===== src/sv/off_pkg.sv =====
// ----------------------------------------------------------------------------
// off_pkg
// types, codes and constants shared by the observation flag filter files
// ----------------------------------------------------------------------------
`default_nettype none

package off_pkg;

  // field widths
  localparam int unsigned OPCODE_WIDTH = 2;
  localparam int unsigned FLAG_WIDTH   = 6;
  localparam int unsigned PACKED_WIDTH = 16;
  localparam int unsigned GRAD_WIDTH   = 8;
  localparam int unsigned INDEX_WIDTH  = 5;
  localparam int unsigned STAT_WIDTH   = 32;
  localparam int unsigned COUNT_WIDTH  = 32;

  localparam int unsigned BG_WIDTH      = 7;
  localparam int unsigned PK_WIDTH      = 10;
  localparam int unsigned GRAD_LIM_WIDTH = 9;

  // configuration port
  localparam int unsigned CFG_IDX_WIDTH  = 3;
  localparam int unsigned CFG_DATA_WIDTH = 10;

  // divide by 100 as multiply by reciprocal, exact over the packed range
  localparam int unsigned            DIV100_MUL_WIDTH = 17;
  localparam logic [DIV100_MUL_WIDTH-1:0] DIV100_MUL  = 17'd83887;
  localparam int unsigned            DIV100_SHIFT     = 23;
  localparam int unsigned            DIV100_PROD_WIDTH = PACKED_WIDTH + DIV100_MUL_WIDTH;

  // counter storage
  localparam int unsigned NUM_FLAGGED  = 6;
  localparam int unsigned NUM_ACCEPTED = 5;

  typedef enum logic [OPCODE_WIDTH-1:0] {
    OP_OBSERVE = 2'd0,
    OP_READ    = 2'd1,
    OP_CLEAR   = 2'd2
  } op_e;

  typedef enum logic [CFG_IDX_WIDTH-1:0] {
    CFG_BG_LIMIT        = 3'd0,
    CFG_PK_LIMIT        = 3'd1,
    CFG_GRAD_LIMIT      = 3'd2,
    CFG_ACCEPT_OVERLOAD = 3'd3,
    CFG_ACCEPT_EDGE     = 3'd4
  } cfg_idx_e;

  // flag bit positions, also the flagged counter slots
  localparam int unsigned FLAG_BG     = 0;
  localparam int unsigned FLAG_PK     = 1;
  localparam int unsigned FLAG_TOONEG = 2;
  localparam int unsigned FLAG_GRAD   = 3;
  localparam int unsigned FLAG_OVL    = 4;
  localparam int unsigned FLAG_BORDER = 5;

  // accepted counter slots
  localparam int unsigned ACC_BG   = 0;
  localparam int unsigned ACC_PK   = 1;
  localparam int unsigned ACC_GRAD = 2;
  localparam int unsigned ACC_OVL  = 3;
  localparam int unsigned ACC_EDGE = 4;

  // statistic indexes
  localparam logic [INDEX_WIDTH-1:0] STAT_ACC_BASE    = 5'd6;
  localparam logic [INDEX_WIDTH-1:0] STAT_MAX_BASE    = 5'd11;
  localparam logic [INDEX_WIDTH-1:0] STAT_MAX_BG      = 5'd11;
  localparam logic [INDEX_WIDTH-1:0] STAT_MAX_PK      = 5'd12;
  localparam logic [INDEX_WIDTH-1:0] STAT_MAX_GRAD    = 5'd13;
  localparam logic [INDEX_WIDTH-1:0] STAT_MAX_ACC_BG  = 5'd14;
  localparam logic [INDEX_WIDTH-1:0] STAT_MAX_ACC_PK  = 5'd15;
  localparam logic [INDEX_WIDTH-1:0] STAT_MAX_ACC_GRAD = 5'd16;

  typedef logic [COUNT_WIDTH-1:0] count_t;

  typedef struct packed {
    logic [OPCODE_WIDTH-1:0] opcode;
    logic [FLAG_WIDTH-1:0]   flag_bits;
    logic [PACKED_WIDTH-1:0] packed_whole;
    logic [GRAD_WIDTH-1:0]   gradient_frac;
    logic [INDEX_WIDTH-1:0]  stat_index;
  } req_t;

endpackage

`default_nettype wire


===== src/sv/off_req_if.sv =====
// ----------------------------------------------------------------------------
// off_req_if
// request channel of the observation flag filter
// ----------------------------------------------------------------------------
`default_nettype none

interface off_req_if;
  logic                             valid;
  logic                             ready;
  logic [off_pkg::OPCODE_WIDTH-1:0] opcode;
  logic [off_pkg::FLAG_WIDTH-1:0]   flag_bits;
  logic [off_pkg::PACKED_WIDTH-1:0] packed_whole;
  logic [off_pkg::GRAD_WIDTH-1:0]   gradient_frac;
  logic [off_pkg::INDEX_WIDTH-1:0]  stat_index;

  modport source (
    output valid, opcode, flag_bits, packed_whole, gradient_frac, stat_index,
    input  ready
  );

  modport sink (
    input  valid, opcode, flag_bits, packed_whole, gradient_frac, stat_index,
    output ready
  );
endinterface

`default_nettype wire


===== src/sv/off_rsp_if.sv =====
// ----------------------------------------------------------------------------
// off_rsp_if
// result channel of the observation flag filter
// ----------------------------------------------------------------------------
`default_nettype none

interface off_rsp_if;
  logic                           valid;
  logic                           ready;
  logic                           accepted;
  logic [off_pkg::STAT_WIDTH-1:0] stat_value;

  modport source (
    output valid, accepted, stat_value,
    input  ready
  );

  modport sink (
    input  valid, accepted, stat_value,
    output ready
  );
endinterface

`default_nettype wire


===== src/sv/observation_flag_filter_unit.sv =====
// ----------------------------------------------------------------------------
// observation_flag_filter_unit
// per-observation flag acceptance with flagged/accepted counters and maxima
// ----------------------------------------------------------------------------
// path: a request is held in the input register, then passes
//   combinationally into the result register once that is free or draining
// throughput: one request per cycle while the result is taken; the
//   statistics update loop closes in the single pass stage, so
//   back-to-back requests see each other's updates
// reset: asynchronous, clears limits, switches, counters, maxima and valids
`default_nettype none

module observation_flag_filter_unit (
  input  wire logic                               clk_i,
  input  wire logic                               rst_ni,
  off_req_if.sink                                 req_i,
  off_rsp_if.source                               rsp_o,
  input  wire logic                               cfg_we_i,
  input  wire logic [off_pkg::CFG_IDX_WIDTH-1:0]  cfg_idx_i,
  input  wire logic [off_pkg::CFG_DATA_WIDTH-1:0] cfg_data_i
);

  // --------------------------------------------------------------------------
  // configuration registers
  // --------------------------------------------------------------------------
  logic [off_pkg::BG_WIDTH-1:0]       bg_limit_q;
  logic [off_pkg::PK_WIDTH-1:0]       pk_limit_q;
  logic [off_pkg::GRAD_LIM_WIDTH-1:0] grad_limit_q;
  logic                               accept_overload_q;
  logic                               accept_edge_q;

  always_ff @(posedge clk_i or negedge rst_ni) begin
    if (!rst_ni) begin
      bg_limit_q        <= '0;
      pk_limit_q        <= '0;
      grad_limit_q      <= '0;
      accept_overload_q <= 1'b0;
      accept_edge_q     <= 1'b0;
    end else if (cfg_we_i) begin
      // indexes past the register list are dropped
      unique case (cfg_idx_i)
        off_pkg::CFG_BG_LIMIT:        bg_limit_q <= cfg_data_i[off_pkg::BG_WIDTH-1:0];
        off_pkg::CFG_PK_LIMIT:        pk_limit_q <= cfg_data_i[off_pkg::PK_WIDTH-1:0];
        off_pkg::CFG_GRAD_LIMIT:
          grad_limit_q <= cfg_data_i[off_pkg::GRAD_LIM_WIDTH-1:0];
        off_pkg::CFG_ACCEPT_OVERLOAD: accept_overload_q <= cfg_data_i[0];
        off_pkg::CFG_ACCEPT_EDGE:     accept_edge_q <= cfg_data_i[0];
        default: ;
      endcase
    end
  end

  // --------------------------------------------------------------------------
  // handshake: input register, result register
  // --------------------------------------------------------------------------
  off_pkg::req_t in_q;
  logic          in_valid_q;
  logic          rsp_valid_q;
  logic          rsp_accepted_q;
  logic          rsp_accepted_d;
  logic [off_pkg::STAT_WIDTH-1:0] rsp_stat_q;
  logic [off_pkg::STAT_WIDTH-1:0] rsp_stat_d;

  logic req_fire;
  logic advance;

  // the pass stage moves whenever the result register is free or draining
  assign advance     = in_valid_q && (!rsp_valid_q || rsp_o.ready);
  assign req_i.ready = !in_valid_q || advance;
  assign req_fire    = req_i.valid && req_i.ready;

  always_ff @(posedge clk_i or negedge rst_ni) begin
    if (!rst_ni) begin
      in_valid_q <= 1'b0;
    end else if (req_fire) begin
      in_valid_q <= 1'b1;
    end else if (advance) begin
      in_valid_q <= 1'b0;
    end
  end

  always_ff @(posedge clk_i) begin
    if (req_fire) begin
      in_q.opcode        <= req_i.opcode;
      in_q.flag_bits     <= req_i.flag_bits;
      in_q.packed_whole  <= req_i.packed_whole;
      in_q.gradient_frac <= req_i.gradient_frac;
      in_q.stat_index    <= req_i.stat_index;
    end
  end

  always_ff @(posedge clk_i or negedge rst_ni) begin
    if (!rst_ni) begin
      rsp_valid_q <= 1'b0;
    end else if (advance) begin
      rsp_valid_q <= 1'b1;
    end else if (rsp_o.ready) begin
      rsp_valid_q <= 1'b0;
    end
  end

  always_ff @(posedge clk_i) begin
    if (advance) begin
      rsp_accepted_q <= rsp_accepted_d;
      rsp_stat_q     <= rsp_stat_d;
    end
  end

  assign rsp_o.valid      = rsp_valid_q;
  assign rsp_o.accepted   = rsp_accepted_q;
  assign rsp_o.stat_value = rsp_stat_q;

  // --------------------------------------------------------------------------
  // unpack peak and background: q = whole / 100 by reciprocal multiply,
  // remainder by shift-add of q * 100 (64 + 32 + 4)
  // --------------------------------------------------------------------------
  logic [off_pkg::DIV100_PROD_WIDTH-1:0] div_prod;
  logic [off_pkg::PK_WIDTH-1:0]          pk_val;
  logic [off_pkg::PACKED_WIDTH-1:0]      pk_ext;
  logic [off_pkg::PACKED_WIDTH-1:0]      pk_times100;
  logic [off_pkg::PACKED_WIDTH-1:0]      bg_full;
  logic [off_pkg::BG_WIDTH-1:0]          bg_val;
  logic [off_pkg::GRAD_WIDTH-1:0]        grad_val;

  assign div_prod = off_pkg::DIV100_PROD_WIDTH'(in_q.packed_whole)
                  * off_pkg::DIV100_PROD_WIDTH'(off_pkg::DIV100_MUL);
  // a 16-bit whole gives a peak of at most 655, so it always fits the 10-bit peak field
  assign pk_val      = div_prod[off_pkg::DIV100_SHIFT +: off_pkg::PK_WIDTH];
  assign pk_ext      = off_pkg::PACKED_WIDTH'(pk_val);
  assign pk_times100 = (pk_ext << 6) + (pk_ext << 5) + (pk_ext << 2);
  assign bg_full     = in_q.packed_whole - pk_times100;
  assign bg_val      = bg_full[off_pkg::BG_WIDTH-1:0];
  assign grad_val    = in_q.gradient_frac;

  // --------------------------------------------------------------------------
  // statistics state
  // --------------------------------------------------------------------------
  off_pkg::count_t flagged_q [off_pkg::NUM_FLAGGED];
  off_pkg::count_t flagged_d [off_pkg::NUM_FLAGGED];
  off_pkg::count_t acc_q     [off_pkg::NUM_ACCEPTED];
  off_pkg::count_t acc_d     [off_pkg::NUM_ACCEPTED];

  logic [off_pkg::BG_WIDTH-1:0]   max_bg_q,   max_bg_d;
  logic [off_pkg::PK_WIDTH-1:0]   max_pk_q,   max_pk_d;
  logic [off_pkg::GRAD_WIDTH-1:0] max_grad_q, max_grad_d;
  logic [off_pkg::BG_WIDTH-1:0]   max_acc_bg_q,   max_acc_bg_d;
  logic [off_pkg::PK_WIDTH-1:0]   max_acc_pk_q,   max_acc_pk_d;
  logic [off_pkg::GRAD_WIDTH-1:0] max_acc_grad_q, max_acc_grad_d;

  function automatic off_pkg::count_t sat_inc(input off_pkg::count_t c);
    return (&c) ? c : c + off_pkg::COUNT_WIDTH'(1);
  endfunction

  // per-category decisions
  logic [off_pkg::FLAG_WIDTH-1:0] flags;
  logic bg_ok, pk_ok, grad_ok;
  logic [off_pkg::FLAG_WIDTH-1:0] cat_pass;   // category lets the item through
  logic [off_pkg::NUM_ACCEPTED-1:0] acc_hit;  // category bumps its accepted count
  logic is_observe, is_read, is_clear, any_flag;

  assign flags   = in_q.flag_bits;
  // a zero limit disables acceptance; otherwise strictly below the limit
  assign bg_ok   = (bg_limit_q != '0) && (bg_val < bg_limit_q);
  assign pk_ok   = (pk_limit_q != '0) && (pk_val < pk_limit_q);
  assign grad_ok = (grad_limit_q != '0)
                && (off_pkg::GRAD_LIM_WIDTH'(grad_val) < grad_limit_q);

  assign acc_hit[off_pkg::ACC_BG]   = flags[off_pkg::FLAG_BG]   && bg_ok;
  assign acc_hit[off_pkg::ACC_PK]   = flags[off_pkg::FLAG_PK]   && pk_ok;
  assign acc_hit[off_pkg::ACC_GRAD] = flags[off_pkg::FLAG_GRAD] && grad_ok;
  assign acc_hit[off_pkg::ACC_OVL]  = flags[off_pkg::FLAG_OVL]  && accept_overload_q;
  assign acc_hit[off_pkg::ACC_EDGE] = flags[off_pkg::FLAG_BORDER] && accept_edge_q;

  assign cat_pass[off_pkg::FLAG_BG]     = !flags[off_pkg::FLAG_BG]   || bg_ok;
  assign cat_pass[off_pkg::FLAG_PK]     = !flags[off_pkg::FLAG_PK]   || pk_ok;
  assign cat_pass[off_pkg::FLAG_TOONEG] = !flags[off_pkg::FLAG_TOONEG];
  assign cat_pass[off_pkg::FLAG_GRAD]   = !flags[off_pkg::FLAG_GRAD] || grad_ok;
  assign cat_pass[off_pkg::FLAG_OVL]    = !flags[off_pkg::FLAG_OVL]  || accept_overload_q;
  assign cat_pass[off_pkg::FLAG_BORDER] = !flags[off_pkg::FLAG_BORDER] || accept_edge_q;

  assign is_observe = (in_q.opcode == off_pkg::OP_OBSERVE);
  assign is_read    = (in_q.opcode == off_pkg::OP_READ);
  assign is_clear   = (in_q.opcode == off_pkg::OP_CLEAR);
  assign any_flag   = (flags != '0);

  // result fields
  always_comb begin
    rsp_accepted_d = 1'b0;
    rsp_stat_d     = '0;
    if (is_observe) begin
      // no flag: accepted outright
      rsp_accepted_d = !any_flag || (&cat_pass);
    end
    if (is_read) begin
      priority if (in_q.stat_index < off_pkg::STAT_ACC_BASE) begin
        rsp_stat_d = flagged_q[in_q.stat_index[2:0]];
      end else if (in_q.stat_index < off_pkg::STAT_MAX_BASE) begin
        rsp_stat_d = acc_q[3'(in_q.stat_index - off_pkg::STAT_ACC_BASE)];
      end else if (in_q.stat_index == off_pkg::STAT_MAX_BG) begin
        rsp_stat_d = off_pkg::STAT_WIDTH'(max_bg_q);
      end else if (in_q.stat_index == off_pkg::STAT_MAX_PK) begin
        rsp_stat_d = off_pkg::STAT_WIDTH'(max_pk_q);
      end else if (in_q.stat_index == off_pkg::STAT_MAX_GRAD) begin
        rsp_stat_d = off_pkg::STAT_WIDTH'(max_grad_q);
      end else if (in_q.stat_index == off_pkg::STAT_MAX_ACC_BG) begin
        rsp_stat_d = off_pkg::STAT_WIDTH'(max_acc_bg_q);
      end else if (in_q.stat_index == off_pkg::STAT_MAX_ACC_PK) begin
        rsp_stat_d = off_pkg::STAT_WIDTH'(max_acc_pk_q);
      end else if (in_q.stat_index == off_pkg::STAT_MAX_ACC_GRAD) begin
        rsp_stat_d = off_pkg::STAT_WIDTH'(max_acc_grad_q);
      end else begin
        // indexes past the statistic list read as zero
        rsp_stat_d = '0;
      end
    end
  end

  // statistics next state
  always_comb begin
    for (int i = 0; i < off_pkg::NUM_FLAGGED; i++) begin
      flagged_d[i] = flagged_q[i];
    end
    for (int i = 0; i < off_pkg::NUM_ACCEPTED; i++) begin
      acc_d[i] = acc_q[i];
    end
    max_bg_d       = max_bg_q;
    max_pk_d       = max_pk_q;
    max_grad_d     = max_grad_q;
    max_acc_bg_d   = max_acc_bg_q;
    max_acc_pk_d   = max_acc_pk_q;
    max_acc_grad_d = max_acc_grad_q;

    if (is_clear) begin
      for (int i = 0; i < off_pkg::NUM_FLAGGED; i++) begin
        flagged_d[i] = '0;
      end
      for (int i = 0; i < off_pkg::NUM_ACCEPTED; i++) begin
        acc_d[i] = '0;
      end
      max_bg_d       = '0;
      max_pk_d       = '0;
      max_grad_d     = '0;
      max_acc_bg_d   = '0;
      max_acc_pk_d   = '0;
      max_acc_grad_d = '0;
    end else if (is_observe && any_flag) begin
      if (bg_val > max_bg_q)     max_bg_d   = bg_val;
      if (pk_val > max_pk_q)     max_pk_d   = pk_val;
      if (grad_val > max_grad_q) max_grad_d = grad_val;
      for (int i = 0; i < off_pkg::NUM_FLAGGED; i++) begin
        if (flags[i]) flagged_d[i] = sat_inc(flagged_q[i]);
      end
      for (int i = 0; i < off_pkg::NUM_ACCEPTED; i++) begin
        if (acc_hit[i]) acc_d[i] = sat_inc(acc_q[i]);
      end
      if (acc_hit[off_pkg::ACC_BG] && (bg_val > max_acc_bg_q)) begin
        max_acc_bg_d = bg_val;
      end
      if (acc_hit[off_pkg::ACC_PK] && (pk_val > max_acc_pk_q)) begin
        max_acc_pk_d = pk_val;
      end
      if (acc_hit[off_pkg::ACC_GRAD] && (grad_val > max_acc_grad_q)) begin
        max_acc_grad_d = grad_val;
      end
    end
  end

  always_ff @(posedge clk_i or negedge rst_ni) begin
    if (!rst_ni) begin
      for (int i = 0; i < off_pkg::NUM_FLAGGED; i++) begin
        flagged_q[i] <= '0;
      end
      for (int i = 0; i < off_pkg::NUM_ACCEPTED; i++) begin
        acc_q[i] <= '0;
      end
      max_bg_q       <= '0;
      max_pk_q       <= '0;
      max_grad_q     <= '0;
      max_acc_bg_q   <= '0;
      max_acc_pk_q   <= '0;
      max_acc_grad_q <= '0;
    end else if (advance) begin
      for (int i = 0; i < off_pkg::NUM_FLAGGED; i++) begin
        flagged_q[i] <= flagged_d[i];
      end
      for (int i = 0; i < off_pkg::NUM_ACCEPTED; i++) begin
        acc_q[i] <= acc_d[i];
      end
      max_bg_q       <= max_bg_d;
      max_pk_q       <= max_pk_d;
      max_grad_q     <= max_grad_d;
      max_acc_bg_q   <= max_acc_bg_d;
      max_acc_pk_q   <= max_acc_pk_d;
      max_acc_grad_q <= max_acc_grad_d;
    end
  end

  // --------------------------------------------------------------------------
  // assertions
  // --------------------------------------------------------------------------
  // the request side only stalls when both stages hold a request and the
  // result is not being taken
  a_ready_only_on_backpressure: assert property (@(posedge clk_i) disable iff (!rst_ni)
    !req_i.ready |-> (in_valid_q && rsp_valid_q && !rsp_o.ready))
    else $error("request stalled without backpressure");

  // only observe requests can report acceptance
  a_accept_only_observe: assert property (@(posedge clk_i) disable iff (!rst_ni)
    (advance && !is_observe) |=> !rsp_accepted_q)
    else $error("non-observe request reported accepted");

  // a clear request leaves counters and maxima at zero
  a_clear_zeroes: assert property (@(posedge clk_i) disable iff (!rst_ni)
    (advance && is_clear) |=>
      (flagged_q[off_pkg::FLAG_TOONEG] == '0) && (acc_q[off_pkg::ACC_BG] == '0)
      && (max_pk_q == '0) && (max_acc_grad_q == '0))
    else $error("statistics not cleared");

  // an accepted count never exceeds its flagged count
  a_acc_le_flagged: assert property (@(posedge clk_i) disable iff (!rst_ni)
    acc_q[off_pkg::ACC_EDGE] <= flagged_q[off_pkg::FLAG_BORDER])
    else $error("accepted count above flagged count");

endmodule

`default_nettype wire

===== src/flat_wrapper.sv =====
// flat-port wrapper written by rule: the top's interface ports become plain ports
module observation_flag_filter_unit_flat 
  (clk_i, rst_ni, cfg_we_i, cfg_idx_i, cfg_data_i, req_i_valid, req_i_opcode, req_i_flag_bits, req_i_packed_whole, req_i_gradient_frac, req_i_stat_index, req_i_ready, rsp_o_valid, rsp_o_accepted, rsp_o_stat_value, rsp_o_ready);
  off_req_if req_i_i ();
  off_rsp_if rsp_o_i ();
  input  wire logic clk_i;
  input  wire logic rst_ni;
  input  wire logic cfg_we_i;
  input  wire logic [off_pkg::CFG_IDX_WIDTH-1:0] cfg_idx_i;
  input  wire logic [off_pkg::CFG_DATA_WIDTH-1:0] cfg_data_i;
  input wire logic [$bits(req_i_i.valid)-1:0] req_i_valid;
  input wire logic [$bits(req_i_i.opcode)-1:0] req_i_opcode;
  input wire logic [$bits(req_i_i.flag_bits)-1:0] req_i_flag_bits;
  input wire logic [$bits(req_i_i.packed_whole)-1:0] req_i_packed_whole;
  input wire logic [$bits(req_i_i.gradient_frac)-1:0] req_i_gradient_frac;
  input wire logic [$bits(req_i_i.stat_index)-1:0] req_i_stat_index;
  output wire logic [$bits(req_i_i.ready)-1:0] req_i_ready;
  output wire logic [$bits(rsp_o_i.valid)-1:0] rsp_o_valid;
  output wire logic [$bits(rsp_o_i.accepted)-1:0] rsp_o_accepted;
  output wire logic [$bits(rsp_o_i.stat_value)-1:0] rsp_o_stat_value;
  input wire logic [$bits(rsp_o_i.ready)-1:0] rsp_o_ready;
  assign req_i_i.valid = req_i_valid;
  assign req_i_i.opcode = req_i_opcode;
  assign req_i_i.flag_bits = req_i_flag_bits;
  assign req_i_i.packed_whole = req_i_packed_whole;
  assign req_i_i.gradient_frac = req_i_gradient_frac;
  assign req_i_i.stat_index = req_i_stat_index;
  assign req_i_ready = req_i_i.ready;
  assign rsp_o_valid = rsp_o_i.valid;
  assign rsp_o_accepted = rsp_o_i.accepted;
  assign rsp_o_stat_value = rsp_o_i.stat_value;
  assign rsp_o_i.ready = rsp_o_ready;
  observation_flag_filter_unit u_core (.clk_i(clk_i), .rst_ni(rst_ni), .req_i(req_i_i), .rsp_o(rsp_o_i), .cfg_we_i(cfg_we_i), .cfg_idx_i(cfg_idx_i), .cfg_data_i(cfg_data_i));
endmodule

===== config.mk =====
export PLATFORM = sky130hd
export DESIGN_NAME = observation_flag_filter_unit_flat
export DESIGN_NICKNAME = d
export VERILOG_FILES = /design/src/sv/off_pkg.sv /design/src/sv/off_req_if.sv /design/src/sv/off_rsp_if.sv /design/src/sv/observation_flag_filter_unit.sv /design/src/flat_wrapper.sv
export SDC_FILE = /design/constraint.sdc
export NUM_CORES = 2
export LEC_CHECK = 0
export BUFFER_PORTS_ARGS = -buffer_cell sky130_fd_sc_hd__buf_4
export CAP_MARGIN = 40
export CORE_MARGIN = 2
export CORE_UTILIZATION = 55
export DETAILED_ROUTE_END_ITERATION = 10
export PLACE_DENSITY = 0.83
export RECOVER_POWER = 25
export SKIP_LAST_GASP = 1
export SLEW_MARGIN = 0
export SYNTH_ARGS = -nofsm -noshare
export SYNTH_HDL_FRONTEND = slang
export SYNTH_SLANG_ARGS = --single-unit

===== constraint.sdc =====
create_clock -name clk_i -period 10.2 [get_ports clk_i]
set_input_delay 0 -clock clk_i [delete_from_list [all_inputs] [get_ports clk_i]]
set_output_delay 0 -clock clk_i [all_outputs]
set_load 0.01 [all_outputs]

==> flow_metrics.env <==
export IMPL_status="finished, violations left"
export IMPL_violations="capacitance limit, slew limit"
export IMPL_wl_met3_um=7681
export IMPL_port_buffers=89
export IMPL_rows=90
export IMPL_cts_tree="built"
export IMPL_fin_crit_sh_pct=92.43
export IMPL_hp_class="input port to flop"
export IMPL_cp_data_required_time_ps=10690
export IMPL_wl_per_cell_um=21.05
export IMPL_top_layer="met4"
export IMPL_cts_max_level=2
export IMPL_crit_path_end="u_core.acc_q[155]$_DFFE_PN0P_"
export IMPL_startpoint="u_core.in_q[27]$_DFFE_PP_"
export IMPL_crit_family="adder cells"
export IMPL_worstMarginPinSlew_ps=3665
export IMPL_seqCellArea_sq_um=12910
export IMPL_wl_um=92330
export IMPL_die_area_sq_um=62270
export IMPL_synth_edf_count=70
export IMPL_worstSkewPairLatency_ps=650
export IMPL_netlist_instances=3415
export IMPL_worstSetupPathDepth=39
export IMPL_path_buf_inv=8
export IMPL_layout_commonest_cell="nor2_1"
export IMPL_cp_slowest_cell="fa_1"
export IMPL_core_area_sq_um=60020
export IMPL_dr_wl_met2_um=43000
export IMPL_fin_worst_skew_ps=44.11
export IMPL_power_density_nw_per_um2=325.1
export IMPL_synth_ff_type="dfrtp_1"
export IMPL_cts_root_buffer="clkbuf_16"
export IMPL_grt_pass1_wl_um=146600
export IMPL_setup_tns_ps=0
export IMPL_finalMaxSlewViolations=215
export IMPL_cp_end_kind="flop"
export IMPL_synth_nets=3795
export IMPL_vias=27110
export IMPL_cp_start_kind="flop"
export IMPL_die_x_um=249.5
export IMPL_grt_start_max_net_pins=113
export IMPL_netlist_area_sq_um=33160
export IMPL_cp_data_arrival_time_ps=9910
export IMPL_area_growth_syn_to_layout_pct=12.60
export IMPL_worst_path_largest_cell_delay_ps=610
export IMPL_pin_count=90
export IMPL_final_layout_size_suffix_gt1_share_pct=9.215
export IMPL_ff2ff_setup_slack_ps=770
export IMPL_rsz0062_at_grt="no"
export IMPL_finalSetupViolations=0
export IMPL_p_leak_nw=16.81
export IMPL_avgSynthCellArea_sq_um=9.709
export IMPL_cts_sinks=502
export IMPL_cts_clk_slew_worst_paths_ps=60
export IMPL_fmax_mhz=106.1
export IMPL_antenna_found_initial=2
export IMPL_final_cell_mix="434 x nor2_1, 432 x dfrtp_1, 290 x inv_1"
export IMPL_grt_overflow=0
export IMPL_yosys_warnings=0
export IMPL_track_usage_pct=29.69
export IMPL_crit_path_max_fanout=10
export IMPL_slew_headroom_pct=-144.3
export IMPL_worstReg2RegEnd="u_core.acc_q[155]$_DFFE_PN0P_"
export IMPL_dp_hpwl_um=66470
export IMPL_ant_nets=0
export IMPL_peakVddDrop_mv=0.9275
export IMPL_grt_pass1_vias=26510
export IMPL_fp_dieH_um=249.5
export IMPL_yosysUniqueCellTypes=90
export IMPL_hold_worst_slack_ps=96.80
export IMPL_fillers=4644
export IMPL_cts_max_path_buffers=3
export IMPL_synth_async_reset_ratio_pct=86.06
export IMPL_viasPerCell=6.180
export IMPL_gp_congestion=0.9386
export IMPL_period_needed_ps=9427
export IMPL_finalHoldViolations=0
export IMPL_numCtsBuffers=54
export IMPL_multiInputGateArea_sq_um=18660
export IMPL_final_nets=3940
export IMPL_reg2reg_depth=39
export IMPL_drt_iter0_drc=2929
export IMPL_synth_seq_cells=502
export IMPL_start_util_pct=55.24
export IMPL_drcViolationCount=0
export IMPL_drtPass1Iterations=6
export IMPL_criticalPathCategory="flop to flop"
export IMPL_wl_met1_um=37520
export IMPL_cap_violations=4
export IMPL_reg2reg_from="u_core.in_q[27]$_DFFE_PP_"
export IMPL_ys_seq_area_share_pct=38.94
-- cell families (layout without fill, tap and decap cells) --
logic type / count (synthesis) / after routing / share of synthesized area (%)
AND/OR/NAND/NOR: 1284 / 1284 / 19.06
buffers and inverters: 418 / 606 / 4.891
XOR/XNOR: 296 / 296 / 7.819
multiplexers: 107 / 107 / 5.272
adder cells (fa/ha/maj): 325 / 325 / 14.48
AO/OA/AOI/OAI: 483 / 483 / 9.536
flip-flops: 502 / 502 / 38.94
other: 0 / 2 / 0
-- flip-flops by register name, summed over array words and instances, names as in the netlist, 6 cells and up --
register,count
u_core.flagged_q,192
u_core.acc_q,160
u_core.rsp_o.stat_value,32
u_core.in_q,23
u_core.max_acc_pk_q,10
u_core.max_pk_q,10
u_core.pk_limit_q,10
u_core.grad_limit_q,9
u_core.grad_val,8
u_core.max_acc_grad_q,8
u_core.max_grad_q,8
u_core.bg_limit_q,7
u_core.max_acc_bg_q,7
u_core.max_bg_q,7
u_core.flags,6
-- layer usage --
layer / vias to the layer above / track usage, %
li1: 12220 / -
met1: 13370 / 40.22
met2: 1261 / 47.20
met3: 264 / 5.632
met4: 0 / 12.22
met5: - / 0
-- cell type report --
class / count / area share, %
antenna: 2 / 0.01341
clock buffer: 72 / 4.042
clock inverter: 27 / 0.8446
inverter: 293 / 2.946
multi-input combinational: 2495 / 49.99
sequential: 502 / 34.59
tap: 782 / 2.621
timing repair buffer: 214 / 4.960
-- Yosys cell counts, types with 45 or more instances --
cell | n | area share, %
nor2_1 | 435 | 4.9
o21ai_0 | 142 | 2.1
edfxtp_1 | 70 | 6.3
a21oi_1 | 112 | 1.7
dfrtp_1 | 432 | 33
nand3_1 | 141 | 2.1
clkbuf_1 | 87 | 0.98
nand2_1 | 264 | 3.0
fa_1 | 98 | 5.9
and3_1 | 65 | 1.2
ha_1 | 227 | 8.6
xor2_1 | 203 | 5.4
inv_1 | 290 | 3.3
xnor2_1 | 93 | 2.5
nand4_1 | 110 | 2.1
mux2i_1 | 45 | 1.4
mux4_2 | 53 | 3.6
-- worst reg2reg max path: cells and delay by family, from the launching register on --
family,cells,cell delay [ps]
compound gates,6,1050
xor+xnor,6,1110
fa+ha+maj,11,4750
buf+inv,8,790
flops,1,550
simple gates,8,1070
-- stage by stage --
stage               util (%)  setup WS [ps]  std cells  total power [W]  cell area (sq um)
floorplan                  -           1272       3415         0.007995              33160
global placement       57.71          724.1       4200         0.009544              34640
detailed placement     58.09          488.5       4213         0.009809              34870
CTS                    62.35          459.6       4383          0.01195              37420
global route           62.20          159.5       4386          0.01313              37330
finish                 62.20          772.6       4387          0.01214              37330
-- power by group --
part / total, W / internal, W / switching (W) / leakage [nW]
sequential: 0.00235 / 0.00219 / 0.000159 / 6.62
clock: 0.00206 / 0.00119 / 0.000869 / 0.897
combinational: 0.00773 / 0.00320 / 0.00453 / 9.30
-- how the worst min path moves through the flow --
stage | slack [ps] | endpoint | from | cells past startpoint
after detailed placement | -10 | u_core.grad_limit_q[5]$_DFFE_PN0P_ | rst_ni | 1
after CTS | 50 | u_core.grad_val[4]$_DFFE_PP_ | req_i_gradient_frac[4] | 2
after global routing | 100 | u_core.in_q[1]$_DFFE_PP_ | req_i_stat_index[1] | 2
after floorplan | -300 | u_core.acc_q[0]$_DFFE_PN0P_ | rst_ni | 0
after global placement | -10 | u_core.grad_limit_q[1]$_DFFE_PN0P_ | rst_ni | 1
final | 100 | u_core.grad_val[0]$_DFFE_PP_ | req_i_gradient_frac[0] | 2
-- timing repair --
item,4_1_cts,5_1_grt
hold endpoints to repair,170,0
gates resized for setup,0,1
setup buffers,0,2
hold buffers,71,0
endpoints found under the setup margin,0,28
(Power assumes the default switching activity.)
